[src/sv/byte_signal_analog_classifier_defines.svh]
// Assertion macros shared by the analog classifier RTL.
`ifndef BYTE_SIGNAL_ANALOG_CLASSIFIER_DEFINES_SVH
`define BYTE_SIGNAL_ANALOG_CLASSIFIER_DEFINES_SVH

`ifndef SYNTHESIS
// Same-cycle implication, disabled while reset is low.
`define BSAC_ASSERT_SAME(label, clk, rst_n, ante, cons) \
	label: assert property (@(posedge clk) disable iff (!rst_n) (ante) |-> (cons)) \
		else $error("assertion failed");
// Next-cycle implication, disabled while reset is low.
`define BSAC_ASSERT_NEXT(label, clk, rst_n, ante, cons) \
	label: assert property (@(posedge clk) disable iff (!rst_n) (ante) |=> (cons)) \
		else $error("assertion failed");
`else
`define BSAC_ASSERT_SAME(label, clk, rst_n, ante, cons)
`define BSAC_ASSERT_NEXT(label, clk, rst_n, ante, cons)
`endif

`endif

[src/sv/bsac_pkg.sv]
// Widths, register indexes and reset values of the analog classifier.
package bsac_pkg;

	localparam int SAMPLE_W   = 8;
	localparam int COUNT_W    = 10;
	localparam int CHANGE_W   = 8;
	localparam int DISTINCT_W = 9;
	localparam int POS_W      = 3;
	localparam int INDEX_W    = 3;
	localparam int CFG_DATA_W = 10;
	localparam int VALUES     = 256;

	localparam logic [COUNT_W-1:0]  COUNT_MAX      = 10'd1023;
	localparam logic [CHANGE_W-1:0] CHANGE_MAX     = 8'd255;
	localparam logic [POS_W-1:0]    POSITION_LIMIT = 3'd6;

	// Register indexes
	localparam logic [INDEX_W-1:0] REG_BYTE_POSITION     = 3'd0;
	localparam logic [INDEX_W-1:0] REG_MIN_SAMPLES       = 3'd1;
	localparam logic [INDEX_W-1:0] REG_BIG_STEP          = 3'd2;
	localparam logic [INDEX_W-1:0] REG_MAX_BIG_CHANGES   = 3'd3;
	localparam logic [INDEX_W-1:0] REG_MIN_SMALL_CHANGES = 3'd4;
	localparam logic [INDEX_W-1:0] REG_MIN_DISTINCT      = 3'd5;
	localparam logic [INDEX_W-1:0] REG_MIN_RANGE         = 3'd6;

	// Register reset values
	localparam logic [POS_W-1:0]      RST_BYTE_POSITION     = 3'd0;
	localparam logic [COUNT_W-1:0]    RST_MIN_SAMPLES       = 10'd100;
	localparam logic [SAMPLE_W-1:0]   RST_BIG_STEP          = 8'd50;
	localparam logic [CHANGE_W-1:0]   RST_MAX_BIG_CHANGES   = 8'd10;
	localparam logic [CHANGE_W-1:0]   RST_MIN_SMALL_CHANGES = 8'd50;
	localparam logic [DISTINCT_W-1:0] RST_MIN_DISTINCT      = 9'd3;
	localparam logic [SAMPLE_W-1:0]   RST_MIN_RANGE         = 8'd10;

endpackage

[src/sv/bsac_if.sv]
// Valid/ready stream interfaces for samples and verdicts.
interface bsac_in_if;
	logic                          valid;
	logic                          ready;
	logic [bsac_pkg::SAMPLE_W-1:0] sample;
	logic                          last;

	modport source (output valid, output sample, output last, input ready);
	modport sink (input valid, input sample, input last, output ready);
endinterface

interface bsac_out_if;
	logic                            valid;
	logic                            ready;
	logic                            analog_flag;
	logic [bsac_pkg::SAMPLE_W-1:0]   value_spread;
	logic [bsac_pkg::DISTINCT_W-1:0] distinct_values;

	modport source (output valid, output analog_flag, output value_spread,
		output distinct_values, input ready);
	modport sink (input valid, input analog_flag, input value_spread,
		input distinct_values, output ready);
endinterface

[src/sv/byte_signal_analog_classifier.sv]
// Analog-signal classifier for one byte position of a sample sequence.
//
//  channel   | role   | handshake    | payload
//  ----------+--------+--------------+-------------------------------------------
//  samples   | sink   | valid/ready  | sample[7:0], last
//  verdicts  | source | valid/ready  | analog_flag, value_spread[7:0], distinct_values[8:0]
//  cfg_*     | write  | cfg_we       | cfg_index[2:0], cfg_data[9:0]
//
// One sample is taken every cycle unless a final sample waits in the input register;
// a verdict is offered from the result register once its final sample leaves the input register.
// Reset clears all counters and the 256-entry seen map at once; no clearing pass.
// A final sample waits in the input register only while an untaken verdict
// occupies the result register; other samples never wait on the verdict side.
`include "byte_signal_analog_classifier_defines.svh"

module byte_signal_analog_classifier (
	input  logic                              clk,
	input  logic                              arst_n,
	bsac_in_if.sink                           samples,
	bsac_out_if.source                        verdicts,
	input  logic                              cfg_we,
	input  logic [bsac_pkg::INDEX_W-1:0]      cfg_index,
	input  logic [bsac_pkg::CFG_DATA_W-1:0]   cfg_data
);

	localparam int SW = bsac_pkg::SAMPLE_W;
	localparam int CW = bsac_pkg::COUNT_W;
	localparam int HW = bsac_pkg::CHANGE_W;
	localparam int DW = bsac_pkg::DISTINCT_W;

	// configuration registers
	logic [bsac_pkg::POS_W-1:0] byte_position_q;
	logic [CW-1:0]              min_samples_q;
	logic [SW-1:0]              big_step_q;
	logic [HW-1:0]              max_big_q;
	logic [HW-1:0]              min_small_q;
	logic [DW-1:0]              min_distinct_q;
	logic [SW-1:0]              min_range_q;

	// input stage
	logic          valid_s1;
	logic [SW-1:0] sample_s1;
	logic          last_s1;

	// sequence state
	logic                        have_prev_q;
	logic [SW-1:0]               prev_q;
	logic [SW-1:0]               low_q;
	logic [SW-1:0]               high_q;
	logic [CW-1:0]               scount_q;
	logic [HW-1:0]               big_q;
	logic [HW-1:0]               small_q;
	logic [bsac_pkg::VALUES-1:0] seen_q;
	logic [DW-1:0]               distinct_q;

	// result register
	logic          out_valid_q;
	logic          analog_flag_q;
	logic [SW-1:0] spread_q;
	logic [DW-1:0] distinct_out_q;

	logic          out_free;
	logic          advance_s1;
	logic [SW-1:0] diff;
	logic          is_big;
	logic          is_small;
	logic [CW-1:0] scount_next;
	logic [HW-1:0] big_next;
	logic [HW-1:0] small_next;
	logic [SW-1:0] spread;
	logic          verdict;

	always_ff @(posedge clk or negedge arst_n) begin
		if (!arst_n) begin
			byte_position_q <= bsac_pkg::RST_BYTE_POSITION;
			min_samples_q   <= bsac_pkg::RST_MIN_SAMPLES;
			big_step_q      <= bsac_pkg::RST_BIG_STEP;
			max_big_q       <= bsac_pkg::RST_MAX_BIG_CHANGES;
			min_small_q     <= bsac_pkg::RST_MIN_SMALL_CHANGES;
			min_distinct_q  <= bsac_pkg::RST_MIN_DISTINCT;
			min_range_q     <= bsac_pkg::RST_MIN_RANGE;
		end else if (cfg_we) begin
			case (cfg_index)
				bsac_pkg::REG_BYTE_POSITION:     byte_position_q <= cfg_data[bsac_pkg::POS_W-1:0];
				bsac_pkg::REG_MIN_SAMPLES:       min_samples_q   <= cfg_data[CW-1:0];
				bsac_pkg::REG_BIG_STEP:          big_step_q      <= cfg_data[SW-1:0];
				bsac_pkg::REG_MAX_BIG_CHANGES:   max_big_q       <= cfg_data[HW-1:0];
				bsac_pkg::REG_MIN_SMALL_CHANGES: min_small_q     <= cfg_data[HW-1:0];
				bsac_pkg::REG_MIN_DISTINCT:      min_distinct_q  <= cfg_data[DW-1:0];
				bsac_pkg::REG_MIN_RANGE:         min_range_q     <= cfg_data[SW-1:0];
				default: ;
			endcase
		end
	end

	// a final sample needs the result register; others always advance
	assign out_free      = !out_valid_q || verdicts.ready;
	assign advance_s1    = valid_s1 && (!last_s1 || out_free);
	assign samples.ready = !valid_s1 || advance_s1;

	always_ff @(posedge clk or negedge arst_n) begin
		if (!arst_n) begin
			valid_s1 <= 1'b0;
		end else if (samples.ready) begin
			valid_s1 <= samples.valid;
		end
	end

	always_ff @(posedge clk) begin
		if (samples.valid && samples.ready) begin
			sample_s1 <= samples.sample;
			last_s1   <= samples.last;
		end
	end

	always_comb begin
		diff        = (prev_q > sample_s1) ? prev_q - sample_s1 : sample_s1 - prev_q;
		is_big      = have_prev_q && (diff > big_step_q);
		is_small    = have_prev_q && !(diff > big_step_q) && (diff != '0);
		scount_next = (scount_q != bsac_pkg::COUNT_MAX) ? scount_q + 1'b1 : scount_q;
		big_next    = (is_big && big_q != bsac_pkg::CHANGE_MAX) ? big_q + 1'b1 : big_q;
		small_next  = (is_small && small_q != bsac_pkg::CHANGE_MAX) ? small_q + 1'b1 : small_q;
		// the final sample never enters the range; a sequence of only a final sample has zero spread
		spread      = have_prev_q ? high_q - low_q : '0;
		verdict     = (scount_next >= min_samples_q)
			&& (byte_position_q < bsac_pkg::POSITION_LIMIT)
			&& (big_next <= max_big_q)
			&& (small_next >= min_small_q)
			&& (distinct_q >= min_distinct_q)
			&& (spread >= min_range_q);
	end

	always_ff @(posedge clk or negedge arst_n) begin
		if (!arst_n) begin
			have_prev_q <= 1'b0;
			prev_q      <= '0;
			low_q       <= '0;
			high_q      <= '0;
			scount_q    <= '0;
			big_q       <= '0;
			small_q     <= '0;
			seen_q      <= '0;
			distinct_q  <= '0;
		end else if (advance_s1) begin
			if (last_s1) begin
				have_prev_q <= 1'b0;
				prev_q      <= '0;
				low_q       <= '0;
				high_q      <= '0;
				scount_q    <= '0;
				big_q       <= '0;
				small_q     <= '0;
				seen_q      <= '0;
				distinct_q  <= '0;
			end else begin
				have_prev_q       <= 1'b1;
				prev_q            <= sample_s1;
				scount_q          <= scount_next;
				big_q             <= big_next;
				small_q           <= small_next;
				seen_q[sample_s1] <= 1'b1;
				if (!seen_q[sample_s1]) begin
					distinct_q <= distinct_q + 1'b1;
				end
				if (!have_prev_q || sample_s1 < low_q) begin
					low_q <= sample_s1;
				end
				if (!have_prev_q || sample_s1 > high_q) begin
					high_q <= sample_s1;
				end
			end
		end
	end

	always_ff @(posedge clk or negedge arst_n) begin
		if (!arst_n) begin
			out_valid_q <= 1'b0;
		end else if (advance_s1 && last_s1) begin
			out_valid_q <= 1'b1;
		end else if (verdicts.ready) begin
			out_valid_q <= 1'b0;
		end
	end

	always_ff @(posedge clk) begin
		if (advance_s1 && last_s1) begin
			analog_flag_q  <= verdict;
			spread_q       <= spread;
			distinct_out_q <= distinct_q;
		end
	end

	assign verdicts.valid           = out_valid_q;
	assign verdicts.analog_flag     = analog_flag_q;
	assign verdicts.value_spread    = spread_q;
	assign verdicts.distinct_values = distinct_out_q;

	`BSAC_ASSERT_SAME(a_distinct_matches_map, clk, arst_n, 1'b1,
		distinct_q == DW'($countones(seen_q)))
	`BSAC_ASSERT_SAME(a_empty_sequence_no_values, clk, arst_n, !have_prev_q,
		distinct_q == '0 && seen_q == '0)
	`BSAC_ASSERT_NEXT(a_final_clears_state, clk, arst_n, advance_s1 && last_s1,
		!have_prev_q && scount_q == '0 && big_q == '0 && small_q == '0 && out_valid_q)
	`BSAC_ASSERT_NEXT(a_blocked_final_holds, clk, arst_n, valid_s1 && last_s1 && !out_free,
		valid_s1 && last_s1 && out_valid_q)

endmodule
[src/flat_wrapper.sv]
// flat-port wrapper written by rule: the top's interface ports become plain ports
module byte_signal_analog_classifier_flat 
  (clk, arst_n, cfg_we, cfg_index, cfg_data, samples_valid, samples_sample, samples_last, samples_ready, verdicts_valid, verdicts_analog_flag, verdicts_value_spread, verdicts_distinct_values, verdicts_ready);
  bsac_in_if samples_i ();
  bsac_out_if verdicts_i ();
  input  logic clk;
  input  logic arst_n;
  input  logic cfg_we;
  input  logic [bsac_pkg::INDEX_W-1:0] cfg_index;
  input  logic [bsac_pkg::CFG_DATA_W-1:0] cfg_data;
  input wire logic [$bits(samples_i.valid)-1:0] samples_valid;
  input wire logic [$bits(samples_i.sample)-1:0] samples_sample;
  input wire logic [$bits(samples_i.last)-1:0] samples_last;
  output wire logic [$bits(samples_i.ready)-1:0] samples_ready;
  output wire logic [$bits(verdicts_i.valid)-1:0] verdicts_valid;
  output wire logic [$bits(verdicts_i.analog_flag)-1:0] verdicts_analog_flag;
  output wire logic [$bits(verdicts_i.value_spread)-1:0] verdicts_value_spread;
  output wire logic [$bits(verdicts_i.distinct_values)-1:0] verdicts_distinct_values;
  input wire logic [$bits(verdicts_i.ready)-1:0] verdicts_ready;
  assign samples_i.valid = samples_valid;
  assign samples_i.sample = samples_sample;
  assign samples_i.last = samples_last;
  assign samples_ready = samples_i.ready;
  assign verdicts_valid = verdicts_i.valid;
  assign verdicts_analog_flag = verdicts_i.analog_flag;
  assign verdicts_value_spread = verdicts_i.value_spread;
  assign verdicts_distinct_values = verdicts_i.distinct_values;
  assign verdicts_i.ready = verdicts_ready;
  byte_signal_analog_classifier u_core (.clk(clk), .arst_n(arst_n), .samples(samples_i), .verdicts(verdicts_i), .cfg_we(cfg_we), .cfg_index(cfg_index), .cfg_data(cfg_data));
endmodule
[config.mk]
export PLATFORM = sky130hd
export DESIGN_NAME = byte_signal_analog_classifier_flat
export DESIGN_NICKNAME = d
export VERILOG_FILES = /design/src/sv/bsac_pkg.sv /design/src/sv/bsac_if.sv /design/src/sv/byte_signal_analog_classifier.sv /design/src/flat_wrapper.sv
export VERILOG_INCLUDE_DIRS = /design/src /design/src/sv
export SDC_FILE = /design/constraint.sdc
export NUM_CORES = 1
export LEC_CHECK = 0
export BUFFER_PORTS_ARGS = -buffer_cell sky130_fd_sc_hd__buf_4
export CAP_MARGIN = 20
export CORE_MARGIN = 5
export CORE_UTILIZATION = 60
export DETAILED_ROUTE_END_ITERATION = 12
export PLACE_DENSITY = 0.77
export SYNTH_ARGS = -nofsm -noshare
export SYNTH_HDL_FRONTEND = slang
export SYNTH_SLANG_ARGS = --single-unit
[constraint.sdc]
create_clock -name clk -period 10.38 [get_ports clk]
set_clock_uncertainty 0.05 [all_clocks]
set_input_delay 0.519 -clock clk [delete_from_list [all_inputs] [get_ports clk]]
set_output_delay 0.519 -clock clk [all_outputs]
set_load 0.005 [all_outputs]
Word level (Yosys, flattened, before mapping)
Cells that the tools add are included.
{"block": "classes", "bitwise": 1, "eq_ne": 10, "add_sub_neg": 7, "muxes": 23, "n_reduce_logical": 39, "magnitude_cmp": 12}
{"operator": "two-way mux 256 bit", "n": 1}
{"operator": "bitwise OR 256 bit", "n": 1}
{"operator": "two-way mux 8 bit", "n": 11}
{"operator": "> comparator 8 bit", "n": 3}
{"operator": "subtractor 8 bit", "n": 3}
{"operator": "two-way mux 10 bit", "n": 2}
{"operator": "AND reduction 2 bit", "n": 10}
{"operator": "two-way mux 9 bit", "n": 2}
{"operator": "adder 8 x 1 -> 8 bit, second input constant", "n": 2}
{"operator": ">= comparator 8 bit", "n": 2}
{"operator": "!= test 8 bit, second input constant", "n": 2}
{"operator": "logical AND 1 bit", "n": 14}
{"operator": "adder 10 x 1 -> 10 bit, second input constant", "n": 1}
{"operator": ">= comparator 10 bit", "n": 1}
{"operator": "!= test 10 bit, second input constant", "n": 1}
{"operator": "adder 9 x 1 -> 9 bit, second input constant", "n": 1}
{"operator": "equality test 3 bit, second input constant", "n": 3}
{"operator": ">= comparator 9 bit", "n": 1}
{"operator": "< comparator 8 x 9 -> 1 bit, second input constant", "n": 1}
{"operator": "binary-select mux 1 bit (select 8 bit)", "n": 1}
{"operator": "demux 1 bit (select 8 bit)", "n": 1}
{"operator": ">= comparator 8 x 1 -> 1 bit, second input constant", "n": 1}
{"operator": "less-or-equal comparator 8 bit", "n": 1}
{"operator": "< comparator 8 bit", "n": 1}
{"operator": "10 further kinds", "n": 25}
{"block": "totals", "ff_bits": 399, "wordCells": 115}

Longest topological paths before layout
Gate-level depths: netlist (run 1).
{"block": "depth", "depth_word": 12, "mapped_depth": 31, "ltp_nobuf": 27}

Worst setup path before layout (run 1)
Ideal clock, no wire load.
{"block": "synth_timing", "path_kind": "register -> register", "from": "register u_core.sample_s1[1]", "to": "register u_core.analog_flag_q (netlist: u_core.verdicts.analog_flag) (data pin)", "period_less_slack_ps": 6220, "path_slack_ps": 4160, "arrival_time_ps": 6024, "path_stages_with_launch": 26, "path_cell_list": "edfxtp_1 buf_2 inv_1 clkbuf_1 fa_1 nand3_1 a21oi_1 o41ai_4 mux2_2 ha_1 nor2b_1 o21a_1 o21a_1 o21bai_1 a211oi_1 mux2_2 ha_1 nor2b_1 o21a_1 o21ai_0 nand2b_1 a21oi_1 o21a_1 o221ai_1 or4_1 a21oi_1"}
{"block": "synth_via", "elab_chain_cells": 12, "elab_cells_between_ends": 20, "classes_between": "2 x add/sub; 4 x order compare; 3 x mux; 11 x reduce/logical"}
{"item": "from (decl)", "line_no": "byte_signal_analog_classifier.sv:42", "text": "logic [SW-1:0] sample_s1;"}
{"item": "from (signal assigned)", "line_no": "byte_signal_analog_classifier.sv:111", "text": "sample_s1 <= samples.sample;"}
{"item": "subtractor 8 bit / > comparator 8 bit (equally long branches)", "line_no": "byte_signal_analog_classifier.sv:117", "text": "diff = (prev_q > sample_s1) ? prev_q - sample_s1 : sample_s1 - prev_q;"}
{"item": "two-way mux 8 bit (*)", "line_no": "byte_signal_analog_classifier.sv:117"}
{"item": "> comparator 8 bit", "line_no": "byte_signal_analog_classifier.sv:118, byte_signal_analog_classifier.sv:119"}
{"item": "zero test 1 bit", "line_no": "byte_signal_analog_classifier.sv:119", "text": "is_small = have_prev_q && !(diff > big_step_q) && (diff != '0);"}
{"item": "logical AND 1 bit (2 in a row)", "line_no": "byte_signal_analog_classifier.sv:119"}
{"item": "logical AND 1 bit", "line_no": "byte_signal_analog_classifier.sv:122", "text": "small_next = (is_small && small_q != bsac_pkg::CHANGE_MAX) ? small_q + 1'b1 : small_q;"}
{"item": "two-way mux 8 bit", "line_no": "byte_signal_analog_classifier.sv:122"}
{"item": ">= comparator 8 bit", "line_no": "byte_signal_analog_classifier.sv:128", "text": "&& (small_next >= min_small_q)"}
{"item": "logical AND 1 bit (*)", "line_no": "byte_signal_analog_classifier.sv:128"}
{"item": "logical AND 1 bit (*)", "line_no": "byte_signal_analog_classifier.sv:129", "text": "&& (distinct_q >= min_distinct_q)"}
{"item": "logical AND 1 bit (*)", "line_no": "byte_signal_analog_classifier.sv:130", "text": "&& (spread >= min_range_q);"}
{"item": "via u_core.verdict", "line_no": "byte_signal_analog_classifier.sv:71", "text": "logic verdict;"}
{"item": "to (signal assigned)", "line_no": "byte_signal_analog_classifier.sv:187", "text": "analog_flag_q <= verdict;"}
{"item": "to (decl)", "line_no": "byte_signal_analog_classifier.sv:58", "text": "logic analog_flag_q;"}
The timed path passes the listed nets; every way through them passes the cells marked *.
A chain may end at the register's enable or synchronous reset.

Final worst setup path (run 1)
{"block": "layout_timing", "from": "register u_core.sample_s1[0]", "to": "register u_core.analog_flag_q (netlist: u_core.verdicts.analog_flag) (data pin)"}
Same word-level chain as after synthesis.

==> results.py, run 1 <==
metrics = {
    "clocking": {
        "clkTransAtPathRegs_ns": 0.06,
        "cts_resized": 0,
        "clk_latency_ns": 0.55,
        "numCtsBuffers": 41,
        "htreeDepth": 2,
        "holdBufCountCts": 0,
        "numClockSinks": 398,
        "root_buffer": "clkbuf_16",
        "cts_max_path_buffers": 3,
        "cts_tree": "yes",
        "cts_setup_buffers": 0,
    },
    "place": {
        "placed_area_um2": 20800,
        "dp_slack_ns": 3.39,
        "place.gp.congestion": 0.858,
        "placed_cells": 2323,
        "dp_hpwl_um": 32200,
        "port_buffers": 46,
    },
    "final_layout": {
        "instances_no_fill": 2406,
        "n_antenna_cell": 0,
        "area_growth_pct": 10.9,
        "fillers": 2506,
        "final_common_cell": "dfrtp_1",
        "design_area_um2": 22200,
        "utilization": 0.679,
        "fin_nets": 2056,
        "layout-drive-gt1-share": 0.156,
        "final_cell_mix": "dfrtp_1, nor2_1, a21oi_1, ha_1, nand2_1",
    },
    "outcome": {
        "status": "complete, but fails checks",
        "violations": "negative hold slack",
    },
    "yosys": {
        "syn_nets": 2042,
        "netlist_area_um2": 20000,
        "syn_area_per_cell_um2": 10.4,
        "netlist_instances": 1920,
        "ys_seq_area_frac": 0.505,
        "synth_flop_cell": "dfrtp_1",
        "synth_edf_count": 27,
        "synthArstFlopShare": 0.932,
        "yosys_register_bits": 398,
        "yosysUniqueCellTypes": 74,
        "yosys_warnings": 0,
    },
    "timing": {
        "tns_ns": 0,
        "tightest_slew_ns": 1.16,
        "post-route-period-util": 0.655,
        "setup_viol_count_final": 0,
        "period_needed_ns": 6.80,
        "hold_slack_ns": -0.0344,
        "final.setup.worst_slack_ns": 3.58,
        "rsz0062_at_grt": "false",
        "relSlewSlack": 0.224,
        "slew_violations": 0,
        "final_hold_viol_count": 5,
        "timing.fmax_ghz": 0.147,
    },
    "floorplanning": {
        "die_h_um": 193,
        "dieArea_um2": 37100,
        "die_w_um": 193,
        "coreArea_um2": 32700,
        "initial_utilization": 0.612,
        "row_count": 66,
        "io_pins": 47,
    },
    "worst_setup_path": {
        "reg2reg_depth": 27,
        "crit_fanout": 82,
        "endpoint_kind": "register",
        "rr_startpoint": "u_core.sample_s1[0]$_DFFE_PP_",
        "arrival_ns": 7.04,
        "rr_endpoint": "u_core.verdicts.analog_flag$_DFFE_PP_",
        "r2r_setup_slack_ns": 3.58,
        "cp_data_required_time_ns": 10.62,
        "start_kind": "register",
        "worst-setup-path-type": "reg -> reg",
    },
    "global_route": {
        "grt_max_degree": 169,
        "track_usage": 0.274,
        "antenna_found_initial": 0,
        "grt_pass1_vias": 14972,
        "grt_pass1_wl_um": 80400,
        "grt_overflow": 0,
    },
    "routing": {
        "num_vias": 14994,
        "drcViolationCount": 0,
        "drtPass1Iterations": 5,
        "dr.first_iter.drc_count": 1384,
        "via_per_inst": 6.23,
        "postRouteAntennaNets": 0,
        "wl_per_cell_um": 20.9,
        "drt-total-wl_um": 50200,
    },
    "run": {
        "cap_violations": 0,
    },
    "min_path": {
        "min_path_type": "in -> async",
    },
    "power_and_ir_drop": {
        "p_leak_nw": 10.5,
        "p_per_area_nw_per_um2": 177,
        "ir_worst_vdd_uv": 136,
        "power_mw": 3.93,
    },
}
-- flip-flops by register name, summed over array words and instances, names as in the netlist, 2 cells and up --
register,cells
u_core.seen_q,256
u_core.min_samples_q,10
u_core.scount_q,10
u_core.distinct_q,9
u_core.min_distinct_q,9
u_core.verdicts.distinct_values,9
u_core.big_q,8
u_core.big_step_q,8
u_core.high_q,8
u_core.low_q,8
u_core.max_big_q,8
u_core.min_range_q,8
u_core.min_small_q,8
u_core.prev_q,8
u_core.sample_s1,8
u_core.small_q,8
u_core.verdicts.value_spread,8
u_core.byte_position_q,2
-- worst max path at each step --
stage	startpoint	endpoint	slack, ns	depth (start not counted)
after floorplan	u_core.sample_s1[1]$_DFFE_PP_	u_core.verdicts.analog_flag$_DFFE_PP_	4.16	25
after global placement	u_core.sample_s1[0]$_DFFE_PP_	u_core.verdicts.analog_flag$_DFFE_PP_	3.55	25
after detailed placement	u_core.sample_s1[0]$_DFFE_PP_	u_core.verdicts.analog_flag$_DFFE_PP_	3.39	25
after CTS	u_core.sample_s1[0]$_DFFE_PP_	u_core.verdicts.analog_flag$_DFFE_PP_	3.35	25
after global routing	u_core.sample_s1[0]$_DFFE_PP_	u_core.verdicts.analog_flag$_DFFE_PP_	3.10	27
final	u_core.sample_s1[0]$_DFFE_PP_	u_core.verdicts.analog_flag$_DFFE_PP_	3.58	27
-- critical path, cell delays in order, from the launching register on --
cell and delay, ns:
edfxtp_1 0.39, buf_12 0.45, ha_1 0.30, inv_1 0.06, fa_1 0.39, nand3_1 0.12, a21oi_1 0.10, o41ai_4 0.63
mux2i_1 0.30, xor2_1 0.24, ha_1 0.30, a21o_1 0.17, a21o_1 0.17, a21oi_1 0.19, a21oi_1 0.12, nand3b_1 0.16
a21o_1 0.29, xor2_1 0.19, ha_1 0.27, nand2b_1 0.14, a21o_1 0.17, a21o_1 0.17, a21o_1 0.17, a21o_1 0.17
a21o_1 0.17, a211oi_1 0.34, or4_1 0.17, a21oi_1 0.04
-- final cells by class --
type,instances,area [um2],share of cell area
Sequential cell,398,10100,0.456
Multi-Input combinational cell,1316,9180,0.414
Clock buffer,54,1120,0.0503
Timing Repair Buffer,91,787,0.0355
Tap cell,442,553,0.0249
Inverter,86,323,0.0145
Clock inverter,19,124,0.00558
-- report_power, final --
part | internal [mW] | switching, mW | total (mW) | leakage [nW]
combinational | 0.340 | 0.441 | 0.781 | 4.57
clock | 0.781 | 0.603 | 1.38 | 0.609
sequential | 1.68 | 0.0843 | 1.77 | 5.27
total | 2.80 | 1.13 | 3.93 | 10.5
-- synth_stat cells, types with 15 or more instances --
| cell | instances | area, um2 |
|---|---|---|
| a21oi_1 | 300 | 1500 |
| nand3_1 | 23 | 115 |
| mux4_2 | 59 | 1330 |
| nor3_1 | 41 | 205 |
| nand2_1 | 87 | 327 |
| o21ai_0 | 52 | 260 |
| ha_1 | 92 | 1150 |
| xnor2_1 | 22 | 193 |
| nor2b_1 | 22 | 138 |
| clkbuf_1 | 101 | 379 |
| edfxtp_1 | 27 | 811 |
| dfrtp_1 | 356 | 8910 |
| a21o_1 | 33 | 248 |
| nor2_1 | 317 | 1190 |
| mux2i_1 | 23 | 230 |
| dfstp_2 | 15 | 394 |
| inv_1 | 83 | 312 |
| mux2_2 | 60 | 676 |
-- layer usage --
| metal | up-vias | global-route usage | routed length [um] |
|---|---|---|---|
| met1 | 7505 | 0.371 | 21100 |
| li1 | 6780 | - | - |
| met3 | 129 | 0.0394 | 3120 |
| met2 | 580 | 0.452 | 24100 |
| met5 | - | 0 | 0 |
| met4 | 0 | 0.104 | 1960 |
-- cells by family after synthesis --
group                      share of synthesized area
and+or+nand+nor                                0.129
xor gates and xnor gates                      0.0149
buffers and inverters                         0.0410
muxes                                          0.116
AOI/OAI and AO/OA                              0.133
adders and majority gates                     0.0605
DFF                                            0.505
Note: power is estimated with default switching activity, not from simulation.
==> run 2, diff against run 1 <==
--- a/config.mk
+++ b/config.mk
@@ -6,6 +6,7 @@
 export SDC_FILE = /design/constraint.sdc
 export NUM_CORES = 1
 export LEC_CHECK = 0
+export ABC_AREA = 1
 export BUFFER_PORTS_ARGS = -buffer_cell sky130_fd_sc_hd__buf_4
 export CAP_MARGIN = 20
 export CORE_MARGIN = 5
==> constraint.sdc (replaced) <==
create_clock -name clk -period 6.9 [get_ports clk]
set_clock_uncertainty 0.05 [all_clocks]
set_input_delay 0.345 -clock clk [delete_from_list [all_inputs] [get_ports clk]]
set_output_delay 0.345 -clock clk [all_outputs]
set_load 0.005 [all_outputs]
==> results.py, run 2 <==
metrics = {
    "outcome": {
        "status": "completed",
    },
    "final_layout": {
        "regMostFlops": "u_core.seen_q",
        "n_antenna_cell": 0,
        "layout-drive-gt1-share": 0.0741,
        "final_cell_mix": "nand2_1, dfrtp_1, a21oi_1, nor2_1, inv_1",
        "final_common_cell": "nand2_1",
        "fin_nets": 2897,
        "largest_reg_flops": 256,
        "reg_top3": "u_core.seen_q: 256 flops, u_core.min_samples_q: 10 flops, u_core.scount_q: 10 flops",
        "area_growth_pct": 10.5,
        "instances_no_fill": 3263,
    },
    "yosys": {
        "post-synth-top-count-cell": "nand2_1",
        "ys_seq_area_frac": 0.477,
        "synthTopCellsByCount": "nand2_1, dfrtp_1, a21oi_1",
        "synthTopCellsByArea": "dfrtp_1, nand2_1, a21oi_1",
        "synth_top_area_cell": "dfrtp_1",
        "syn_nets": 2879,
        "yosys_register_bits": 398,
        "netlist_instances": 2757,
        "synth_flop_cell": "dfrtp_1",
        "yosys_warnings": 0,
        "netlist_area_um2": 21200,
        "yosysUniqueCellTypes": 44,
        "synthArstFlopShare": 0.932,
        "yosysTopAreaCellShare": 0.420,
        "syn_area_per_cell_um2": 7.69,
        "synth_edf_count": 27,
    },
    "global_route": {
        "grt_pass1_wl_um": 91800,
        "grt_overflow": 0,
        "grt_max_degree": 226,
        "antenna_found_initial": 0,
        "track_usage": 0.286,
        "grt_pass1_vias": 17892,
    },
    "clocking": {
        "clk_latency_ns": 0.56,
        "cts_tree": "yes",
        "numCtsBuffers": 43,
        "clkTransAtPathRegs_ns": 0.06,
        "htreeDepth": 2,
        "cts_max_path_buffers": 3,
        "root_buffer": "clkbuf_16",
        "numClockSinks": 398,
        "cts_resized": 0,
    },
    "routing": {
        "drtPass1Iterations": 6,
        "via_per_inst": 5.64,
        "postRouteAntennaNets": 0,
        "drt-total-wl_um": 55800,
        "wl_per_cell_um": 17.1,
        "drcViolationCount": 0,
        "num_vias": 18404,
        "dr.first_iter.drc_count": 2008,
    },
    "timing": {
        "rsz0062_at_grt": "false",
        "relSlewSlack": 0.234,
        "period_needed_ns": 5.56,
        "tightest_slew_ns": 1.14,
        "post-route-period-util": 0.806,
        "final_hold_viol_count": 0,
        "setup_viol_count_final": 0,
        "slew_violations": 0,
        "tns_ns": 0,
        "timing.fmax_ghz": 0.180,
    },
    "power_and_ir_drop": {
        "p_per_area_nw_per_um2": 261,
        "ir_worst_vdd_uv": 208,
        "p_leak_nw": 11.6,
    },
    "place": {
        "place.gp.congestion": 0.893,
        "port_buffers": 46,
        "placed_cells": 3171,
        "dp_hpwl_um": 35100,
    },
    "worst_setup_path": {
        "reg2reg_depth": 28,
        "slowest_stage": "buf_12",
        "cp_data_required_time_ns": 7.25,
        "start_kind": "register",
        "rr_endpoint": "u_core.verdicts.analog_flag$_DFFE_PP_",
        "endpoint_kind": "register",
        "arrival_ns": 5.91,
        "cp_common_cell": "nand2_1",
        "worst-setup-path-type": "reg -> reg",
        "rr_startpoint": "u_core.sample_s1[0]$_DFFE_PP_",
        "r2r_setup_slack_ns": 1.34,
        "crit_fanout": 225,
        "slowest_delay_ns": 0.57,
    },
    "floorplanning": {
        "die_h_um": 198,
        "io_pins": 47,
        "coreArea_um2": 34700,
        "row_count": 68,
        "dieArea_um2": 39200,
        "die_w_um": 198,
        "initial_utilization": 0.611,
    },
    "min_path": {
        "hold_path_depth": 3,
        "hold_path_end": "u_core.min_samples_q[9]$_DFFE_PN0P_",
        "min_from": "cfg_data[9]",
        "min_path_type": "in -> reg",
    },
    "run": {
        "cap_violations": 0,
    },
}
-- run 2: cell types whose count changed after synthesis, sizes merged, moves of 34 or more --
cell   change
buf       +34
inv      +216
mux2      -61
mux4      -62
nand2    +766
o21ai    +151
-- run 2: area by class of cell --
class | count | area [um2]
sequential | 398 | 10100
timing repair buffer | 101 | 856
clock buffer | 64 | 1300
clock inverter | 14 | 165
multi-input combinational | 1927 | 9270
tap | 455 | 569
inverter | 304 | 1150
fill | 2917 | 11300
-- run 2: metrics by stage --
step                      utilization  power (mW)  hold slack, ns  cell area, um2  setup slack (ns)
after global routing            0.675        6.43          0.0402           23400             0.744
after floorplan                     -        3.41       -0.000591           21200              2.40
after CTS                       0.674        6.13         0.00783           23400              1.30
after global placement          0.627        3.70           0.417           21800              1.48
final                           0.675        6.12         0.00449           23400              1.34
after detailed placement        0.629        3.74           0.424           21800              1.35
-- run 2: cell families (layout without fill, tap and decap cells) --
group,count (synthesis),after routing,synth area share
flip-flops,398,398,0.477
AND/OR/NAND/NOR,1265,1265,0.238
AO/OA/AOI/OAI,540,540,0.131
adder cells (fa/ha/maj),95,95,0.0571
XOR/XNOR,27,27,0.0112
buffers and inverters,432,483,0.0857
-- run 2: report_power, final --
part / switching, mW / internal (mW)
combinational: 0.738 / 0.378
clock: 0.973 / 1.42
sequential: 0.102 / 2.51
total: 1.81 / 4.31
-- run 2: worst max-delay path, delay by kind of cell (launching register included) --
family | cells | cell delay, ns
and+or+nand+nor | 14 | 2.12
adders and majority gates | 4 | 1.21
buffers and inverters | 5 | 0.87
AOI/OAI and AO/OA | 5 | 0.71
DFF | 1 | 0.42
-- run 2: worst max-delay path by stage --
stage / from / endpoint / slack (ns) / cells after the start
CTS: u_core.sample_s1[0]$_DFFE_PP_ / u_core.verdicts.analog_flag$_DFFE_PP_ / 1.30 / 28
floorplan: u_core.sample_s1[1]$_DFFE_PP_ / u_core.verdicts.analog_flag$_DFFE_PP_ / 2.40 / 29
detailed placement: u_core.sample_s1[0]$_DFFE_PP_ / u_core.verdicts.analog_flag$_DFFE_PP_ / 1.35 / 29
finish: u_core.sample_s1[0]$_DFFE_PP_ / u_core.verdicts.analog_flag$_DFFE_PP_ / 1.34 / 28
global placement: u_core.sample_s1[0]$_DFFE_PP_ / u_core.verdicts.analog_flag$_DFFE_PP_ / 1.48 / 29
global route: u_core.sample_s1[0]$_DFFE_PP_ / u_core.verdicts.analog_flag$_DFFE_PP_ / 0.74 / 30
-- run 2: what timing repair did --
item / in CTS / in global routing
hold buffers: 12 / 0
hold endpoints to repair: 130 / 0
buffers inserted: 0 / 0
-- run 2: metal layers --
layer / GRT usage / routed length, um / up-vias
met5: 0 / 0 / -
met3: 0.0456 / 4540 / 100
met1: 0.413 / 24400 / 8833
li1: - / - / 8779
met2: 0.459 / 25800 / 692
met4: 0.0701 / 1040 / 0
